==> src/rtl/core/sn83_pkg.sv <==
// Package for the 8.3 short-name encoder: byte constants, field sizes and
// the letter upcase helper. Used by the encoder core; depends on nothing.
package sn83_pkg;

  localparam int unsigned NAME_BYTES = 8;
  localparam int unsigned EXT_BYTES  = 3;
  localparam int unsigned NAME_IDX_W = $clog2(NAME_BYTES);
  localparam int unsigned CNT_W      = 4;
  localparam int unsigned EXT_CNT_W  = 2;

  localparam logic [7:0]       SPACE_BYTE = 8'h20;
  localparam logic [7:0]       DOT_BYTE   = 8'h2E;
  localparam logic [CNT_W-1:0] COUNT_MAX  = 4'd15;

  typedef logic [7:0] byte_t;

  // Only the letters a to z are folded to upper case.
  function automatic byte_t upcase(input byte_t c);
    byte_t r;
    r = c;
    if (c >= 8'h61 && c <= 8'h7A) begin
      r = c - 8'h20;
    end
    return r;
  endfunction

endpackage

==> src/rtl/core/short_name_8_3_encoder.sv <==
// 8.3 short-name encoder: takes a file name one byte per beat and, on the
// beat marked last, delivers the eleven-byte on-disk form. Uses sn83_pkg.
// The result beat is registered: it is valid in the cycle after the last beat.
// Throughput: one input beat per cycle; a non-last beat is taken even while a
// result waits, and a last beat needs the output register free or draining.
// Reset (rst_ni low, asynchronous) empties the name state and the output.
module short_name_8_3_encoder
  import sn83_pkg::*;
(
  input  logic        clk_i,
  input  logic        rst_ni,
  input  logic        in_valid_i,
  output logic        in_ready_o,
  input  logic [7:0]  char_byte_i,
  input  logic        present_i,
  input  logic        last_i,
  output logic        out_valid_o,
  input  logic        out_ready_i,
  output logic [63:0] name_part_o,
  output logic [23:0] ext_part_o
);

  // Name state. It is updated by every accepted beat that carries a byte,
  // and it returns to its reset value after each completed name.
  byte_t                head_q [NAME_BYTES];
  byte_t                head_d [NAME_BYTES];
  byte_t                ext_q  [EXT_BYTES];
  byte_t                ext_d  [EXT_BYTES];
  logic [CNT_W-1:0]     cnt_q, cnt_d;
  logic [CNT_W-1:0]     dot_pos_q, dot_pos_d;
  logic [EXT_CNT_W-1:0] ext_cnt_q, ext_cnt_d;
  logic                 dot_seen_q, dot_seen_d;
  logic                 only_dots_q, only_dots_d;

  // State after the current beat's byte, before the end-of-name clear.
  byte_t                head_upd [NAME_BYTES];
  byte_t                ext_upd  [EXT_BYTES];
  logic [CNT_W-1:0]     cnt_upd;
  logic [CNT_W-1:0]     dot_pos_upd;
  logic [EXT_CNT_W-1:0] ext_cnt_upd;
  logic                 dot_seen_upd;
  logic                 only_dots_upd;

  // Output register.
  logic        out_valid_q, out_valid_d;
  logic [63:0] name_part_q, name_part_d;
  logic [23:0] ext_part_q, ext_part_d;

  logic       in_acc;
  logic       take_byte;
  logic       is_dot;
  logic [CNT_W-1:0] stem_len;
  logic       dot_name;

  // A result can only be produced by a last beat, so only that beat has to
  // wait for room in the output register.
  assign in_ready_o = !out_valid_q || out_ready_i || !last_i;
  assign in_acc     = in_valid_i && in_ready_o;
  assign take_byte  = in_acc && present_i;
  assign is_dot     = (char_byte_i == DOT_BYTE);

  // Fold one byte into the name state.
  always_comb begin
    head_upd      = head_q;
    ext_upd       = ext_q;
    cnt_upd       = cnt_q;
    dot_pos_upd   = dot_pos_q;
    ext_cnt_upd   = ext_cnt_q;
    dot_seen_upd  = dot_seen_q;
    only_dots_upd = only_dots_q;
    if (take_byte) begin
      // Only the first eight bytes are kept; the count runs on to show that
      // the name was longer.
      if (cnt_q < CNT_W'(NAME_BYTES)) begin
        head_upd[cnt_q[NAME_IDX_W-1:0]] = char_byte_i;
      end
      if (is_dot) begin
        // A later dot throws away any extension gathered so far.
        dot_seen_upd = 1'b1;
        dot_pos_upd  = cnt_q;
        for (int i = 0; i < EXT_BYTES; i++) begin
          ext_upd[i] = SPACE_BYTE;
        end
        ext_cnt_upd = '0;
      end else begin
        only_dots_upd = 1'b0;
        if (dot_seen_q && (ext_cnt_q < EXT_CNT_W'(EXT_BYTES))) begin
          ext_upd[ext_cnt_q] = char_byte_i;
          ext_cnt_upd        = ext_cnt_q + 1'b1;
        end
      end
      if (cnt_q != COUNT_MAX) begin
        cnt_upd = cnt_q + 1'b1;
      end
    end
  end

  // Format the on-disk form from the updated state.
  always_comb begin
    dot_name = only_dots_upd && ((cnt_upd == 4'd1) || (cnt_upd == 4'd2));
    stem_len = dot_seen_upd ? dot_pos_upd : cnt_upd;
    if (stem_len > CNT_W'(NAME_BYTES)) begin
      stem_len = CNT_W'(NAME_BYTES);
    end
    name_part_d = name_part_q;
    ext_part_d  = ext_part_q;
    if (in_acc && last_i) begin
      for (int i = 0; i < NAME_BYTES; i++) begin
        if (dot_name) begin
          // The names "." and ".." pass through as they are.
          name_part_d[63-8*i -: 8] = (CNT_W'(i) < cnt_upd) ? DOT_BYTE : SPACE_BYTE;
        end else begin
          name_part_d[63-8*i -: 8] =
            (CNT_W'(i) < stem_len) ? upcase(head_upd[i]) : SPACE_BYTE;
        end
      end
      for (int i = 0; i < EXT_BYTES; i++) begin
        if (!dot_name && (EXT_CNT_W'(i) < ext_cnt_upd)) begin
          ext_part_d[23-8*i -: 8] = upcase(ext_upd[i]);
        end else begin
          ext_part_d[23-8*i -: 8] = SPACE_BYTE;
        end
      end
    end
  end

  // Next state: the updated state, or the reset value once a name is done.
  always_comb begin
    head_d      = head_upd;
    ext_d       = ext_upd;
    cnt_d       = cnt_upd;
    dot_pos_d   = dot_pos_upd;
    ext_cnt_d   = ext_cnt_upd;
    dot_seen_d  = dot_seen_upd;
    only_dots_d = only_dots_upd;
    if (in_acc && last_i) begin
      for (int i = 0; i < NAME_BYTES; i++) begin
        head_d[i] = SPACE_BYTE;
      end
      for (int i = 0; i < EXT_BYTES; i++) begin
        ext_d[i] = SPACE_BYTE;
      end
      cnt_d       = '0;
      dot_pos_d   = '0;
      ext_cnt_d   = '0;
      dot_seen_d  = 1'b0;
      only_dots_d = 1'b1;
    end
  end

  // The output beat stays until taken; a last beat refills it in the cycle
  // the old beat drains.
  always_comb begin
    out_valid_d = out_valid_q;
    if (out_ready_i) begin
      out_valid_d = 1'b0;
    end
    if (in_acc && last_i) begin
      out_valid_d = 1'b1;
    end
  end

  // The byte stores have a defined reset value, so they are cleared here too.
  always_ff @(posedge clk_i or negedge rst_ni) begin
    if (!rst_ni) begin
      for (int i = 0; i < NAME_BYTES; i++) begin
        head_q[i] <= SPACE_BYTE;
      end
      for (int i = 0; i < EXT_BYTES; i++) begin
        ext_q[i] <= SPACE_BYTE;
      end
      cnt_q       <= '0;
      dot_pos_q   <= '0;
      ext_cnt_q   <= '0;
      dot_seen_q  <= 1'b0;
      only_dots_q <= 1'b1;
      out_valid_q <= 1'b0;
    end else begin
      head_q      <= head_d;
      ext_q       <= ext_d;
      cnt_q       <= cnt_d;
      dot_pos_q   <= dot_pos_d;
      ext_cnt_q   <= ext_cnt_d;
      dot_seen_q  <= dot_seen_d;
      only_dots_q <= only_dots_d;
      out_valid_q <= out_valid_d;
    end
  end

  always_ff @(posedge clk_i) begin
    name_part_q <= name_part_d;
    ext_part_q  <= ext_part_d;
  end

  assign out_valid_o = out_valid_q;
  assign name_part_o = name_part_q;
  assign ext_part_o  = ext_part_q;

endmodule

==> config.mk <==
export PLATFORM = sky130hd
export DESIGN_NAME = short_name_8_3_encoder
export DESIGN_NICKNAME = d
export VERILOG_FILES = /design/src/rtl/core/sn83_pkg.sv /design/src/rtl/core/short_name_8_3_encoder.sv
export SDC_FILE = /design/constraint.sdc
export NUM_CORES = 1
export LEC_CHECK = 0
export ABC_AREA = 1
export BUFFER_PORTS_ARGS = -buffer_cell sky130_fd_sc_hd__buf_2
export CORE_MARGIN = 2
export CORE_UTILIZATION = 44
export CTS_BUF_LIST = sky130_fd_sc_hd__clkbuf_2
export DETAILED_ROUTE_END_ITERATION = 6
export MAX_ROUTING_LAYER = met4
export PLACE_DENSITY = 0.65
export SYNTH_ARGS = -nofsm -noshare
export SYNTH_HDL_FRONTEND = slang
export SYNTH_SLANG_ARGS = --single-unit
==> constraint.sdc <==
create_clock -name clk_i -period 6.8 [get_ports clk_i]
set_input_delay 0.34 -clock clk_i [delete_from_list [all_inputs] [get_ports clk_i]]
set_output_delay 0.34 -clock clk_i [all_outputs]
set_load 0.01 [all_outputs]
After elaboration in Yosys (flattened, before gate mapping)
Cells that the tools add are included.
{ "word_totals": {"elab_cells": 184, "reg_bits": 189, "out_inout_bits": 90, "input_bits": 14} }
{ "classes": {"magnitude_cmp": 48, "n_reduce_logical": 28, "n_addsub": 13, "muxes": 68, "n_bitwise": 2, "eq_ne": 4} }
{ "ops": {"columns": ["operator", "count"], "rows": [
  ["$mux W8", 29],
  ["$mux W64", 3],
  ["$mux W24", 4],
  ["$ge A8 B7 Y1 const B", 11],
  ["$le A8 B7 Y1 const B", 11],
  ["$sub A8 B6 Y8 const B", 11],
  ["$bwmux W64", 1],
  ["$mux W4", 16],
  ["$lt A3 B4 Y1 const A", 8],
  ["$bwmux W24", 1],
  ["$demux W8 S3", 1],
  ["$logic_and A1 B1 Y1", 21],
  ["$demux W8 S2", 1],
  ["$lt A1 B4 Y1 const A", 4],
  ["$lt A2 B4 Y1 const A", 4],
  ["$eq A8 B6 Y1 const B", 1],
  ["$mux W1", 8],
  ["$mux W2", 4],
  ["$add A4 B1 Y4 const B", 1],
  ["$eq A4 B1 Y1 const B", 1],
  ["$eq A4 B2 Y1 const B", 1],
  ["$ge A4 B4 Y1 const B", 1],
  ["$gt A4 B4 Y1 const B", 1],
  ["$lt A1 B2 Y1 const A", 2],
  ["13 further kinds", 17]
]} }

Depth between registers and ports, before layout
{ "logic_depth": {"ltp_word": 13, "mapped_depth": 14, "depth_no_buf": 14} }

Worst setup path before layout
No wires, ideal clock.
{ "synth_timing": {"path_type": "reg-to-reg", "start": "register out_valid_q, in the netlist out_valid_o", "end": "register ext_part_q[0], in the netlist ext_part_o[0], enable pin", "t_required_ps": 6313, "setup_slack_ps": 2923, "synth_period_minus_slack_ps": 3877, "setup_ps": 487, "path_stages_with_launch": 5, "arrival_time_ps": 3390, "path_cell_list": "dfrtp_1 > nand2_1 > nand3_1 > inv_2 > clkbuf_1"} }
{ "synth_between": {"elab_chain_cells": 5} }
{ "synth_rtl": {"columns": ["element", "line_no", "source"], "rows": [
  ["start: declaration", "short_name_8_3_encoder.sv:45", "logic out_valid_q, out_valid_d;"],
  ["start signal: assignment", "short_name_8_3_encoder.sv:186", "out_valid_q <= out_valid_d;"],
  ["$logic_not A1 Y1", "short_name_8_3_encoder.sv:57", "assign in_ready_o = !out_valid_q || out_ready_i || !last_i;"],
  ["$logic_or A1 B1 Y1 (2 in a row)", "short_name_8_3_encoder.sv:57", null],
  ["$logic_and A1 B1 Y1", "short_name_8_3_encoder.sv:58", "assign in_acc = in_valid_i && in_ready_o;"],
  ["$logic_and A1 B1 Y1", "short_name_8_3_encoder.sv:107", "if (in_acc && last_i) begin"],
  ["end signal: assignment", "short_name_8_3_encoder.sv:192", "ext_part_q <= ext_part_d;"],
  ["end: declaration", "short_name_8_3_encoder.sv:47", "logic [23:0] ext_part_q, ext_part_d;"]
]} }
No other way between the ends.
A chain may end at the register's enable or synchronous reset.

Final worst setup path
{ "layout_timing": {"start": "register out_valid_q, in the netlist out_valid_o", "end": "register ext_part_q[5], in the netlist ext_part_o[5], data pin"} }
{ "layout_between": {"elab_chain_cells": 11} }
{ "layout_rtl": {"columns": ["element", "line_no", "source"], "rows": [
  ["$logic_not A1 Y1 *", "short_name_8_3_encoder.sv:57", null],
  ["$logic_or A1 B1 Y1 * (2 in a row)", "short_name_8_3_encoder.sv:57", null],
  ["$logic_and A1 B1 Y1 *", "short_name_8_3_encoder.sv:58", null],
  ["$logic_and A1 B1 Y1 *", "short_name_8_3_encoder.sv:59", "assign take_byte = in_acc && present_i;"],
  ["parallel branches: the longest is 6 deep, another holds $ge A8 B7 Y1", null, null]
]} }
Mark *: on every way between the ends.

==> results.toml <==
[routing]
via_per_inst = 4.909
routedWlPerCell_um = 14.21
drtPass1Iterations = 6
wirelength_um = 21570
drt_iter0_markers = 522
ant_nets = 0
remaining_drc_errors = 0
vias = 7452

[synth]
yosysSeqAreaShare_pct = 56.06
syn_nets = 1158
ys_warn_count = 0
synthCells = 1128
synthArstFlopShare_pct = 53.44
synth_top_area_share_pct = 28.57
synth_edf_count = 88
synth_top_flop_cell = "dfrtp_1"
synthTopCellsByCount = "350 x nand2_1, 212 x nor2_1, 137 x inv_1, 89 x dfrtp_1, 88 x edfxtp_1"
syn_area_um2 = 9249
synth.most_common_cell = "nand2_1"
syn_avg_cell_area_um2 = 8.199
synth_area_leaders = "edfxtp_1 29%, dfrtp_1 24%, nand2_1 14%"
yosysUniqueCellTypes = 36
ys_seq_elements = 189
synth_top_cell_by_area = "edfxtp_1"

[timing]
hold_viol = 0
finalCritPeriodShare_pct = 44.19
rsz0062_at_grt = "false"
fin_skew_ns = 0.02988
worst_pin_slew_ns = 0.9868
period_needed_ns = 3.005
finalSetupViolCount = 0
slew_headroom_pct = 34.21
drv_slew = 0
max_clock_freq_mhz = 332.8
setup-tns-final_ns = 0

[critical_path]
crit_chain = "nand3_2, nand3_4, nor2_2, inv_2, nand2_1, nor2_1, nand4_2, nand2_1, nor2_1, nand2_1"
regToRegSetupSlack_ns = 3.79
slowest_stage = "nor2_2"
crit_required_ns = 7.36
cp.arrival_ns = 3.57
cp-startpoint = "out_valid_o"
r2r_cells = 10
path_max_fanout = 27
r2r-start = "out_valid_o"
timing.rr.end = "ext_part_o[5]"
cp-end-kind = "flip-flop"
cpMostUsedCell = "nand2_1"
path_class = "flip-flop to flip-flop"
slowest_delay_ns = 0.68
cp-start-kind = "flip-flop"

[power_and_ir_drop]
total_power_mw = 2.294
vdd_drop_max_v = 0.00009671
powerDensity_nw_per_um2 = 223.7
p_leak_nw = 5.068

[global_routing]
track_usage_pct = 20.57
antenna_found_initial = 1
grt_pass1_wl_um = 34540
grt_pass1_vias = 6712
grt_max_degree = 121
grt.overflow.total = 0

[floorplanning]
fp.dieH_um = 149.0
initial_utilization_pct = 44.42
design.die.area_um2 = 22200
std_cell_rows = 53
coreArea_um2 = 20820
num_io_pins = 104
die_w_um = 149.0

[min_path]
hp-start = "char_byte_i[1]"
holdPathStages = 5
min_to = "dot_pos_q[0]"
hold_path_class = "primary input to flip-flop"

[final_layout]
area_growth_pct = 10.86
layout.nets = 1259
n_fill_cell = 2035
drive_above_1_share_pct = 14.73

[clocking]
htreeDepth = 4
clockRootBuffer = "clkbuf_2"
cts_buffers = 17
numClockSinks = 189
cts_tree = "done"
post_cts_buffers = 0
clockBufferDepth = 2
insertion_delay_ns = 0.77
path_clk_slew_ns = 0.25

[placed_design]
io_buffers = 103
place_congestion = 0.8650
dp_hpwl_um = 14370

[run]
max-cap-violations = 0

[outcome]
status = "finished clean"
[logic make-up (layout without fill, tap and decap cells)]
family | count (synthesis) | after routing | synth area share [%]
AOI/OAI and AO/OA | 89 | 89 | 5.344
adders and majority gates | 16 | 16 | 2.164
DFF | 189 | 189 | 56.06
buffers and inverters | 174 | 288 | 7.170
other | 0 | 1 | 0
and+or+nand+nor | 658 | 658 | 29.07
xor gates and xnor gates | 2 | 2 | 0.1894
[power by group]
group          internal, mW  switching, mW
Sequential             1.29         0.0251
Combinational         0.128          0.341
Clock                 0.132          0.382
Total                  1.55          0.749
[flip-flops by register name, indices dropped and copies added, names as in the netlist]
signal	cells
head_q	64
name_part_o	64
ext_part_o	24
ext_q	24
cnt_q	4
dot_pos_q	4
ext_cnt_q	2
dot_seen_q	1
only_dots_q	1
out_valid_o	1
[final cells by class]
type	instances	area [um^2]	share of cell area (%)
flip-flops and latches	189	5185	50.57
clock inverters	12	100.1	0.9762
diodes	1	2.502	0.02441
clock buffers	20	100.1	0.9762
inverters	148	560.5	5.467
well taps	275	344.1	3.356
multi-input cells	765	3401	33.17
repair buffers	108	560.5	5.467
[worst max-delay path: cells and delay by family, from the launching register on]
family        cells  cell delay, ns
buf+inv           1            0.07
flops             1            0.46
simple gates      9            2.26
[through the flow]
step	instances	util (%)	hold WS (ns)	setup WS [ns]	instance area [um^2]
floorplan	1128	-	0.04441	2.923	9249
global placement	1483	48.17	0.3851	3.766	10030
detailed placement	1483	48.17	0.3902	3.739	10030
CTS	1517	49.23	0.01093	3.794	10250
global route	1518	49.24	0.006684	3.437	10250
finish	1518	49.24	0.06704	3.795	10250
[how the worst max path moves through the flow]
stage	endpoint	depth (start not counted)
floorplan	ext_part_o[0]	4
CTS	ext_part_o[5]	10
global route	ext_part_o[6]	11
global placement	ext_part_o[5]	12
finish	ext_part_o[5]	10
detailed placement	ext_part_o[5]	12
[timing repair]
item	in CTS	in global routing
resized for setup	0	0
hold buffers	2	0
endpoints found under the hold margin	44	0
[per-layer routing]
| layer | GRT usage, % | vias to the layer above | wire (um) |
|---|---|---|---|
| li1 | - | 3746 | - |
| met1 | 28.80 | 3485 | 10210 |
| met2 | 31.15 | 194 | 9951 |
| met3 | 3.456 | 27 | 1015 |
| met4 | 5.810 | 0 | 397 |
| met5 | - | - | 0 |
[cells in the final DEF (no fill, tap or decap), types with 15 or more instances in the layout]
cell        n
inv_1     137
nand2_1   350
ha_1       16
o21ai_0    42
clkbuf_2   20
a21oi_1    17
dfrtp_1    89
nand3_1    54
edfxtp_1   88
nand4_1    15
nor2_1    212
buf_2     102
No activity file was read; power rests on OpenSTA's default activity.
